### src/sv/rcr_pkg.sv
// ----------------------------------------------------------------------------
// rcr_pkg
// shared types and constants of the rolling compounded return unit
// ----------------------------------------------------------------------------
package rcr_pkg;

    localparam int          MAX_WINDOW_DEF    = 64;
    localparam int          FRACTION_BITS_DEF = 24;
    localparam int          DATA_W            = 32;
    localparam int          WLEN_W            = 7;
    localparam logic [6:0]  WLEN_RESET        = 7'd1;

    // sequencer states
    typedef enum logic [2:0] {
        ST_IDLE,
        ST_LOAD,
        ST_MUL,
        ST_ACC,
        ST_FIN,
        ST_DONE
    } t_state;

    // controls of the shared multiply-accumulate unit
    typedef struct packed {
        logic init;   // running value to 1.0, flag cleared
        logic mul;    // product of running value and sample
        logic acc;    // add shifted product, clamp
        logic fin;    // subtract 1.0, clamp
    } t_mac_ctrl;

endpackage

### src/sv/rcr_hist.sv
// ----------------------------------------------------------------------------
// rcr_hist
// sample history memory, one write and one registered read port
// ----------------------------------------------------------------------------
module rcr_hist
    import rcr_pkg::*;
#(
    parameter int DEPTH = MAX_WINDOW_DEF,
    parameter int AW    = (DEPTH > 1) ? $clog2(DEPTH) : 1
) (
    input  logic              i_clk,
    input  logic              i_we,
    input  logic [AW-1:0]     i_waddr,
    input  logic [DATA_W-1:0] i_wdata,
    input  logic              i_re,
    input  logic [AW-1:0]     i_raddr,
    output logic [DATA_W-1:0] o_rdata
);

    logic [DATA_W-1:0] r_mem [DEPTH];
    logic [DATA_W-1:0] r_rdata;

    always_ff @(posedge i_clk) begin
        if (i_we) begin
            r_mem[i_waddr] <= i_wdata;
        end
    end

    always_ff @(posedge i_clk) begin
        if (i_re) begin
            r_rdata <= r_mem[i_raddr];
        end
    end

    assign o_rdata = r_rdata;

endmodule

### src/sv/rcr_mac.sv
// ----------------------------------------------------------------------------
// rcr_mac
// shared multiply and saturating accumulate unit for the running value
// ----------------------------------------------------------------------------
module rcr_mac
    import rcr_pkg::*;
#(
    parameter int FRAC_BITS = FRACTION_BITS_DEF
) (
    input  logic                     i_clk,
    input  t_mac_ctrl                i_ctrl,
    input  logic signed [DATA_W-1:0] i_sample,
    output logic signed [DATA_W-1:0] o_ret,
    output logic                     o_sat
);

    localparam int PW = 2 * DATA_W;
    localparam logic signed [DATA_W-1:0] ONE_W = DATA_W'(1) << FRAC_BITS;
    localparam logic signed [PW-1:0] MAX_P = PW'(2147483647);
    localparam logic signed [PW-1:0] MIN_P = ~MAX_P;
    localparam logic signed [DATA_W:0] MAX_D = (DATA_W + 1)'(2147483647);
    localparam logic signed [DATA_W:0] MIN_D = ~MAX_D;

    logic signed [DATA_W-1:0] r_ret, n_ret;
    logic signed [PW-1:0]     r_prod;
    logic                     r_sat, n_sat;
    logic signed [PW-1:0]     shifted;
    logic signed [PW-1:0]     sum;
    logic signed [DATA_W:0]   diff;

    always_comb begin
        shifted = r_prod >>> FRAC_BITS;   // floor division
        sum     = PW'(r_ret) + shifted;
        diff    = (DATA_W + 1)'(r_ret) - (DATA_W + 1)'(ONE_W);
        n_ret   = r_ret;
        n_sat   = r_sat;
        if (i_ctrl.init) begin
            n_ret = ONE_W;
            n_sat = 1'b0;
        end else if (i_ctrl.acc) begin
            if (sum > MAX_P) begin
                n_ret = DATA_W'(MAX_P);
                n_sat = 1'b1;
            end else if (sum < MIN_P) begin
                n_ret = DATA_W'(MIN_P);
                n_sat = 1'b1;
            end else begin
                n_ret = sum[DATA_W-1:0];
            end
        end else if (i_ctrl.fin) begin
            if (diff > MAX_D) begin
                n_ret = DATA_W'(MAX_D);
                n_sat = 1'b1;
            end else if (diff < MIN_D) begin
                n_ret = DATA_W'(MIN_D);
                n_sat = 1'b1;
            end else begin
                n_ret = diff[DATA_W-1:0];
            end
        end
    end

    always_ff @(posedge i_clk) begin
        r_ret <= n_ret;
        r_sat <= n_sat;
        if (i_ctrl.mul) begin
            r_prod <= r_ret * i_sample;
        end
    end

    assign o_ret = r_ret;
    assign o_sat = r_sat;

endmodule

### src/sv/rolling_compounded_return_unit.sv
// ----------------------------------------------------------------------------
// rolling_compounded_return_unit
// compounded return over a sliding window of signed fixed-point returns
// ----------------------------------------------------------------------------
// input channel: i_valid / o_ready carry one sample and a series_start flag
// per transaction; series_start empties the window before the sample is kept
// output channel: o_valid / i_ready carry the window return and saturation flag
// config: apb-style port, window_length at byte address 0 (7 bits, reset 1)
// a sample that leaves the window short of window_length gives no result and
// the block is ready again in the next cycle
// otherwise, with L the effective window length, the result shows on o_valid
// after these states, and o_ready is low meanwhile: ST_LOAD, then L pairs of
// ST_MUL and ST_ACC on the single shared multiplier and adder (each step
// needs the previous running value), ST_FIN for the final subtraction and
// ST_DONE to move the result to the output register
// so the next sample is taken only once the block is back in ST_IDLE
// a stalled receiver holds the result in the output register; the next sample
// is still taken and the block waits before its own result until the slot frees
// reset (synchronous, active low) clears write slot, fill count, window length
// and handshake state; the history memory is not cleared, it is only ever
// read at entries written in the current series
// ----------------------------------------------------------------------------
module rolling_compounded_return_unit
    import rcr_pkg::*;
#(
    parameter int MAX_WINDOW    = MAX_WINDOW_DEF,
    parameter int FRACTION_BITS = FRACTION_BITS_DEF
) (
    input  logic                     i_clk,
    input  logic                     i_rst_n,
    // input channel
    input  logic                     i_valid,
    output logic                     o_ready,
    input  logic signed [DATA_W-1:0] i_sample,
    input  logic                     i_series_start,
    // output channel
    output logic                     o_valid,
    input  logic                     i_ready,
    output logic signed [DATA_W-1:0] o_window_return,
    output logic                     o_saturated,
    // configuration port
    input  logic                     psel,
    input  logic                     penable,
    input  logic                     pwrite,
    input  logic [2:0]               paddr,
    input  logic [31:0]              pwdata,
    output logic [31:0]              prdata,
    output logic                     pready
);

    localparam int AW = (MAX_WINDOW > 1) ? $clog2(MAX_WINDOW) : 1;
    localparam int LW = $clog2(MAX_WINDOW + 1);
    localparam int CW = (LW > WLEN_W) ? LW : WLEN_W;
    localparam int XW = LW + 1;
    localparam logic [AW-1:0] LAST_SLOT = AW'(MAX_WINDOW - 1);
    localparam logic [LW-1:0] MAX_FILL  = LW'(MAX_WINDOW);

    t_state r_state, n_state;

    logic [WLEN_W-1:0] r_window_length;
    logic [AW-1:0]     r_write_slot, n_write_slot;
    logic [LW-1:0]     r_fill, n_fill;
    logic [LW-1:0]     r_left, n_left;
    logic [AW-1:0]     r_rd_slot, n_rd_slot;
    logic              r_out_valid, n_out_valid;
    logic signed [DATA_W-1:0] r_out_ret;
    logic              r_out_sat;

    logic              in_txn;
    logic              cfg_wr;
    logic [CW-1:0]     len_c;
    logic [LW-1:0]     eff_len;
    logic [AW-1:0]     waddr;
    logic [LW-1:0]     fill_base;
    logic [XW-1:0]     start_x;
    logic [AW-1:0]     start_slot;
    logic              has_result;
    logic              rd_en;
    logic              out_load;
    logic [AW-1:0]     rd_next;
    t_mac_ctrl         mac_ctrl;
    logic [DATA_W-1:0] hist_rdata;
    logic signed [DATA_W-1:0] mac_ret;
    logic              mac_sat;

    // ------------------------------------------------------------------
    // configuration port
    // ------------------------------------------------------------------
    assign pready = 1'b1;
    assign cfg_wr = psel && penable && pwrite && pready;
    assign prdata = paddr[2] ? 32'd0 : {{(32 - WLEN_W){1'b0}}, r_window_length};

    always_ff @(posedge i_clk) begin
        if (!i_rst_n) begin
            r_window_length <= WLEN_RESET;
        end else if (cfg_wr && !paddr[2]) begin
            r_window_length <= pwdata[WLEN_W-1:0];
        end
    end

    // effective window length: zero acts as one, clamp to the history depth
    always_comb begin
        if (r_window_length == '0) begin
            len_c = CW'(1);
        end else if (CW'(r_window_length) > CW'(MAX_WINDOW)) begin
            len_c = CW'(MAX_WINDOW);
        end else begin
            len_c = CW'(r_window_length);
        end
        eff_len = len_c[LW-1:0];
    end

    // ------------------------------------------------------------------
    // history bookkeeping at the input transaction
    // ------------------------------------------------------------------
    assign in_txn = i_valid && o_ready;

    always_comb begin
        waddr        = i_series_start ? '0 : r_write_slot;
        n_write_slot = (waddr == LAST_SLOT) ? '0 : waddr + AW'(1);
        fill_base    = i_series_start ? '0 : r_fill;
        n_fill       = (fill_base < MAX_FILL) ? fill_base + LW'(1) : fill_base;
        has_result   = (n_fill >= eff_len);
        // oldest sample of the window, counted back from the next write slot
        if (XW'(n_write_slot) >= XW'(eff_len)) begin
            start_x = XW'(n_write_slot) - XW'(eff_len);
        end else begin
            start_x = XW'(n_write_slot) + XW'(MAX_WINDOW) - XW'(eff_len);
        end
        start_slot = start_x[AW-1:0];
    end

    always_ff @(posedge i_clk) begin
        if (!i_rst_n) begin
            r_write_slot <= '0;
            r_fill       <= '0;
        end else if (in_txn) begin
            r_write_slot <= n_write_slot;
            r_fill       <= n_fill;
        end
    end

    // ------------------------------------------------------------------
    // sequencer: next state
    // ------------------------------------------------------------------
    always_comb begin
        n_state = r_state;
        case (r_state)
            ST_IDLE: begin
                if (in_txn && has_result) begin
                    n_state = ST_LOAD;
                end
            end
            ST_LOAD: n_state = ST_MUL;
            ST_MUL:  n_state = ST_ACC;
            ST_ACC: begin
                n_state = (r_left == LW'(1)) ? ST_FIN : ST_MUL;
            end
            ST_FIN:  n_state = ST_DONE;
            ST_DONE: begin
                if (!r_out_valid || i_ready) begin
                    n_state = ST_IDLE;
                end
            end
            default: n_state = ST_IDLE;
        endcase
    end

    // ------------------------------------------------------------------
    // sequencer: outputs
    // ------------------------------------------------------------------
    assign rd_next = (r_rd_slot == LAST_SLOT) ? '0 : r_rd_slot + AW'(1);

    always_comb begin
        o_ready  = 1'b0;
        rd_en    = 1'b0;
        out_load = 1'b0;
        mac_ctrl = '0;
        n_left   = r_left;
        n_rd_slot = r_rd_slot;
        case (r_state)
            ST_IDLE: begin
                o_ready   = 1'b1;
                n_left    = eff_len;
                n_rd_slot = start_slot;
            end
            ST_LOAD: begin
                rd_en         = 1'b1;
                n_rd_slot     = rd_next;
                mac_ctrl.init = 1'b1;
            end
            ST_MUL: begin
                // prefetch the next sample while the product settles
                rd_en        = (r_left != LW'(1));
                n_rd_slot    = rd_en ? rd_next : r_rd_slot;
                mac_ctrl.mul = 1'b1;
            end
            ST_ACC: begin
                mac_ctrl.acc = 1'b1;
                n_left       = r_left - LW'(1);
            end
            ST_FIN: begin
                mac_ctrl.fin = 1'b1;
            end
            ST_DONE: begin
                out_load = !r_out_valid || i_ready;
            end
            default: begin
                o_ready = 1'b0;
            end
        endcase
    end

    always_ff @(posedge i_clk) begin
        if (!i_rst_n) begin
            r_state <= ST_IDLE;
        end else begin
            r_state <= n_state;
        end
    end

    always_ff @(posedge i_clk) begin
        r_left    <= n_left;
        r_rd_slot <= n_rd_slot;
    end

    // ------------------------------------------------------------------
    // output register
    // ------------------------------------------------------------------
    always_comb begin
        if (out_load) begin
            n_out_valid = 1'b1;
        end else if (r_out_valid && i_ready) begin
            n_out_valid = 1'b0;
        end else begin
            n_out_valid = r_out_valid;
        end
    end

    always_ff @(posedge i_clk) begin
        if (!i_rst_n) begin
            r_out_valid <= 1'b0;
        end else begin
            r_out_valid <= n_out_valid;
        end
    end

    always_ff @(posedge i_clk) begin
        if (out_load) begin
            r_out_ret <= mac_ret;
            r_out_sat <= mac_sat;
        end
    end

    assign o_valid         = r_out_valid;
    assign o_window_return = r_out_ret;
    assign o_saturated     = r_out_sat;

    // ------------------------------------------------------------------
    // datapath
    // ------------------------------------------------------------------
    rcr_hist #(
        .DEPTH (MAX_WINDOW),
        .AW    (AW)
    ) u_hist (
        .i_clk   (i_clk),
        .i_we    (in_txn),
        .i_waddr (waddr),
        .i_wdata (i_sample),
        .i_re    (rd_en),
        .i_raddr (r_rd_slot),
        .o_rdata (hist_rdata)
    );

    rcr_mac #(
        .FRAC_BITS (FRACTION_BITS)
    ) u_mac (
        .i_clk    (i_clk),
        .i_ctrl   (mac_ctrl),
        .i_sample (hist_rdata),
        .o_ret    (mac_ret),
        .o_sat    (mac_sat)
    );

endmodule

### config.mk
export PLATFORM = sky130hd
export DESIGN_NAME = rolling_compounded_return_unit
export DESIGN_NICKNAME = d
export VERILOG_FILES = /design/src/sv/rcr_pkg.sv /design/src/sv/rcr_hist.sv /design/src/sv/rcr_mac.sv /design/src/sv/rolling_compounded_return_unit.sv
export SDC_FILE = /design/constraint.sdc
export NUM_CORES = 2
export LEC_CHECK = 0
export ABC_AREA = 1
export BUFFER_PORTS_ARGS = -buffer_cell sky130_fd_sc_hd__buf_2
export CAP_MARGIN = 5
export CORE_ASPECT_RATIO = 0.7
export CORE_MARGIN = 2
export CORE_UTILIZATION = 60
export DETAILED_ROUTE_END_ITERATION = 12
export PLACE_DENSITY = 0.76
export SYNTH_ARGS = -nofsm -noshare
export SYNTH_HDL_FRONTEND = slang
export SYNTH_SLANG_ARGS = --single-unit
### constraint.sdc
create_clock -name i_clk -period 9.24 [get_ports i_clk]
set_input_delay 1.848 -clock i_clk [delete_from_list [all_inputs] [get_ports i_clk]]
set_output_delay 1.848 -clock i_clk [all_outputs]
set_load 0.05 [all_outputs]
Word-level counts from Yosys, hierarchy flattened:

Memories as Yosys holds them, arrays and structs flattened. A register that Yosys moved wholly into a read port is not among the register bits.
Index checks and enable logic that the tools add are counted.

* flip-flop bits (word level): 167
* RAM bits: 2048
* bits of input ports: 75
* output and inout bits: 68
* word-level logic and storage cells: 102
* memories: 1

* add/subtract/negate cells: 9
* multiply operators: 1
* magnitude comparators: 8
* equality and inequality tests: 13
* multiplexer cells: 39
* reductions and logical operators: 19

Memories
* u_hist.r_mem: depth 64, bits a word 32, rd ports 1, clocked after Yosys merged registers in 1, wr ports 1, RTL line rcr_hist.sv:20 `logic [DATA_W-1:0] r_mem [DEPTH];`

Operators with widths (number)
* $mux W32: 6
* $gt A64 B32 Y1 const B: 1
* $lt A64 B32 Y1 const B: 1
* $mul A32 B32 Y64: 1
* $add A32 B40 Y41: 1
* $mux W7: 5
* $gt A33 B32 Y1 const B: 1
* $lt A33 B32 Y1 const B: 1
* $sub A32 B26 Y33 const B: 1
* $mux W6: 5
* $add A6 B1 Y6 const B: 3
* $pmux W3 S6: 1
* $pmux W6 S3: 1
* $mux W1: 16
* $pmux W7 S2: 1
* $eq A6 B6 Y1 const B: 2
* $sub A6 B6 Y6: 2
* $mux W3: 3
* $add A7 B1 Y7 const B: 1
* $eq A7 B1 Y1 const B: 1
* $ge A6 B7 Y1: 1
* $ge A7 B7 Y1: 1
* $gt A7 B7 Y1 const B: 1
* $logic_not A7 Y1: 1
* 17 further kinds: 31

Logic depth before layout (Yosys ltp):

* depth in word-level cells: 7
* mapped depth: 33
* depth with buffers taken out: 31

Hierarchy:

From an unflattened synthesis, not the netlist that was laid out.

* cell total of the unflattened synthesis: 12725
* area, all modules: 130297.5 um2

By module, submodules not included
* rcr_hist: instances 1, cells each 6769, area each 83058.4 um2, sequential area each 62459.9 um2
* rcr_mac: instances 1, cells each 5564, area each 43521.7 um2, sequential area each 1861.8 um2
* rolling_compounded_return_unit: instances 1, cells each 392, area each 3717.3 um2, sequential area each 1861.8 um2

Worst setup path before layout:

Ideal clock, no wire load.

* kind: reg-to-reg
* start: reg u_mac.r_ret[31] (netlist: u_mac.o_ret[31])
* end: reg u_mac.r_prod[60], data pin
* setup time: 0.265 ns
* data arrival time: 7.369 ns
* required time: 8.975 ns
* path slack: 1.606 ns
* stages on the path, launching flop included: 29
* path buffers: 2
* period minus slack after synthesis: 7.634 ns
* cell sequence: dfxtp_1 > clkbuf_1 > clkbuf_1 > nand2_1 > inv_1 > fa_1 > inv_1 > fa_1 > inv_1 > fa_1 > fa_1 > inv_1 > fa_1 > inv_1 > fa_1 > inv_1 > fa_1 > inv_1 > fa_1 > ha_1 > a21oi_1 > o21ai_0 > inv_1 > o21ai_0 > nand2_1 > o2111ai_1 > a31oi_1 > o21ai_0 > xor2_1

* longest elaborated chain between the ends: 1

Ends and longest elaborated chain
* start, declared: RTL line rcr_mac.sv:24 `logic signed [DATA_W-1:0] r_ret, n_ret;`
* start signal, assigned: RTL line rcr_mac.sv:64 `r_ret <= n_ret;`
* $mul A32 B32 Y64: RTL line rcr_mac.sv:67 `r_prod <= r_ret * i_sample;`
* end signal, assigned: RTL line rcr_mac.sv:67
* end, declared: RTL line rcr_mac.sv:25 `logic signed [PW-1:0] r_prod;`

No other way between the ends.
A chain may end at the register's enable or synchronous reset.

Worst setup path in the final report:

* start: reg u_hist.r_rdata[6] (netlist: u_hist.o_rdata[6]) (read register of u_hist.r_mem)
* end: reg u_mac.r_prod[60], data pin

* longest elaborated chain between the ends: 1

Ends and longest elaborated chain
* start, declared: RTL line rcr_hist.sv:21 `logic [DATA_W-1:0] r_rdata;`
* $mul A32 B32 Y64: RTL line rcr_mac.sv:67

No other way between the ends.

==> results.toml <==
[global_route]
use_met2_pct = 47.53
grt_pass1_wl_mm = 541.9
first_global_vias = 88378
met1_usage_pct = 51.02
antenna_found_initial = 13
grt_max_degree = 211
gr-usage-all-layers_pct = 33.57
gr-total-overflow = 0
grt_util_met3_pct = 8.897
busiest_layer = "met1"

[sta]
rsz0062_at_grt = "false"
fin_tns_setup_ns = 0
fmaxAchievable_ghz = 0.1178
period_share_pct = 91.88
slew_headroom_pct = 2.694
min_period_ns = 8.489
worst_pin_slew_ns = 1.455
report.final.slew_viol_count = 0
clock_skew_ns = 0.08076
hold_viol = 0
setup_viol = 0

[placement]
dp_hpwl_mm = 232.8
port_buffers = 89
gp_congestion = 0.9666
dp_cells = 14308

[route]
drcViolationCount = 0
drtIter0Drc = 13370
routed_via_density = 6.159
ant_nets = 0
wl_mm = 362.3
wire_per_inst_um = 24.67
dr.pass1.iters = 8
vias = 90449

[critical_path]
cp.required_ns = 9.79
crit_end = "u_mac.r_prod[60]$_DFFE_PP_"
rr_startpoint = "u_hist.o_rdata[6]$_DFFE_PP_"
cp.depth = 24
critPathCaptureType = "register"
max_stage_delay_ns = 1.07
startpoint = "u_hist.o_rdata[6]$_DFFE_PP_"
rrSetupSlack_ns = 0.75
cp_top_family = "adder cells"
critical_path.startpoint_type = "register"
slowest_stage = "edfxtp_1"
cp.arrival_ns = 9.04
critPathMostFrequentCell = "fa_1"
crit_type = "register to register"
cp_cell_sequence = "nand2_1 > inv_1 > fa_1 > inv_1 > fa_1 > inv_1 > fa_1 > fa_1 > inv_1 > fa_1 > inv_1 > fa_1 > fa_1 > fa_1 > ha_1 > a21oi_1 > inv_1 > a31oi_1 > o21ai_0 > nand2_1 > o2111ai_1 > a31oi_1 > o21ai_0 > xor2_1"
reg2reg_depth = 24
worstPathMaxFanout = 18
cp.buffers_inverters = 6
r2r_end = "u_mac.r_prod[60]$_DFFE_PP_"

[logic_synthesis]
synth-seq-cells = 2223
yosys.area.top_type = "edfxtp_1"
yosysUniqueCellTypes = 48
postSynth.asyncResetShare_pct = 0
postSynthCellCount = 11860
synth.top_cell.area_share_pct = 51.14
avgSynthCellArea_um2 = 10.72
synth-edff-count = 2166
synth_ff_type = "edfxtp_1"
synth-warning-count = 0
synthTopCellsByArea = "edfxtp_1 51%, fa_1 17%, o21ai_0 5.7%"
syn-cell-area_um2 = 127200
yosysSeqAreaShare_pct = 52.03

[worst_hold_path]
hold_class = "register to register"

[die]
rows = 141
die_h_um = 389.2
core_um2 = 210800
start_util_pct = 60.33
ios = 143
die_x_um = 554.3
dieArea_um2 = 215700

[clock_tree]
clock-sinks = 2223
htreeDepth = 4
ctsRootBufferMaster = "clkbuf_16"
cts_max_path_buffers = 4
cts_made_buffers = 208
postCtsHoldBufs = 0
tritoncts = "yes"
cts_setup_buffers = 0
clk_pin_slew_ns = 0.07
ctsResizeCount = 0
clk_latency_ns = 0.90

[final_layout]
stdcell_count = 14686
final_layout_size_suffix_gt1_share_pct = 6.518
fillCellCount = 15486
fin_nets = 13127
final_cell_mix = "2166 x edfxtp_1, 1755 x inv_1, 1673 x nor2_1, 1450 x nand2_1, 1449 x o21ai_0"
final_common_cell = "edfxtp_1"
multi_input_area_um2 = 52120
area_growth_pct = 8.106
seqCellArea_um2 = 66190

[flow_run]
drv.max_cap_violation_count = 0

[status]
status = "finished, final reports clean"
==> cells by family (layout without fill, tap and decap cells) <==
| group | count (synthesis) | in the layout | synth area share [%] |
|---|---|---|---|
| AND/OR/NAND/NOR | 3379 | 3379 | 10.29 |
| XOR/XNOR | 101 | 101 | 0.7014 |
| AO/OA/AOI/OAI | 2351 | 2351 | 10.12 |
| adder cells (fa/ha/maj) | 1322 | 1322 | 19.40 |
| buffers and inverters | 2482 | 2488 | 7.452 |
| other | 2 | 34 | 0.005904 |
| flip-flops | 2223 | 2223 | 52.03 |
==> how the worst min path moves through the flow <==
stage,slack [ns],to,startpoint,cells after the start
after detailed placement,0.45,o_saturated$_DFFE_PP_,u_mac.o_sat$_SDFFE_PP0P_,0
final,0.47,o_saturated$_DFFE_PP_,u_mac.o_sat$_SDFFE_PP0P_,0
after floorplan,0.41,o_saturated$_DFFE_PP_,u_mac.o_sat$_SDFFE_PP0P_,0
after global routing,0.48,o_saturated$_DFFE_PP_,u_mac.o_sat$_SDFFE_PP0P_,0
after CTS,0.45,o_saturated$_DFFE_PP_,u_mac.o_sat$_SDFFE_PP0P_,0
after global placement,0.46,o_saturated$_DFFE_PP_,u_mac.o_sat$_SDFFE_PP0P_,0
==> per-stage QoR <==
stage / hold slack [ns] / util (%) / worst slack (ns) / cell area, µm²
after floorplan: 0.4090 / - / 1.606 / 127300
after global placement: 0.4614 / 62.14 / 1.024 / 131000
after detailed placement: 0.4491 / 62.14 / 0.9730 / 131000
after CTS: 0.4482 / 65.21 / 0.8973 / 137500
after global routing: 0.4774 / 65.21 / 0.4724 / 137500
final: 0.4692 / 65.22 / 0.7506 / 137500
==> state kept, by name, indices dropped and copies added, names as in the netlist, 7 cells and up <==
name,count
u_hist.o_rdata,32
o_window_return,32
u_mac.r_prod,40
r_left,7
u_mac.o_ret,32
r_fill,7
r_window_length,7
u_hist.r_mem,2048
==> synth_stat cells (7+ instances only) <==
cell      count
edfxtp_1   2166
inv_1      1759
nor2_1     1738
nand2_1    1451
o21ai_0    1449
fa_1       1083
o22ai_1     644
clkbuf_1    613
ha_1        239
a21oi_1     150
nand3_1      71
xor2_1       58
dfxtp_1      57
xnor2_1      42
buf_1        40
o32ai_1      32
buf_2        30
nor2_2       30
buf_4        29
nand4_1      29
nor3_1       27
a31oi_1      18
o21a_1       12
o21bai_1     12
nand2_2       9
a21o_1        7
==> routing by layer <==
layer  vias up  part of all wire, %  wire (µm)
li1      38834                    -          -
met1     44575                   40     145700
met2      6315                   42     152500
met3       721                   15      52620
met4         4                  3.1      11360
met5         -                0.029        104
==> layout make-up <==
type,instances,area share (%)
antenna,8,0.01456
clock buffer,253,3.970
clock inverter,117,0.7352
inverter,1768,4.845
multi-input combinational,7179,37.90
sequential,2223,48.14
tap,2788,2.537
timing repair buffer,350,1.858
Power is not shown: default switching activity piles up to over one toggle a cycle in this logic, so the estimate is an artifact.
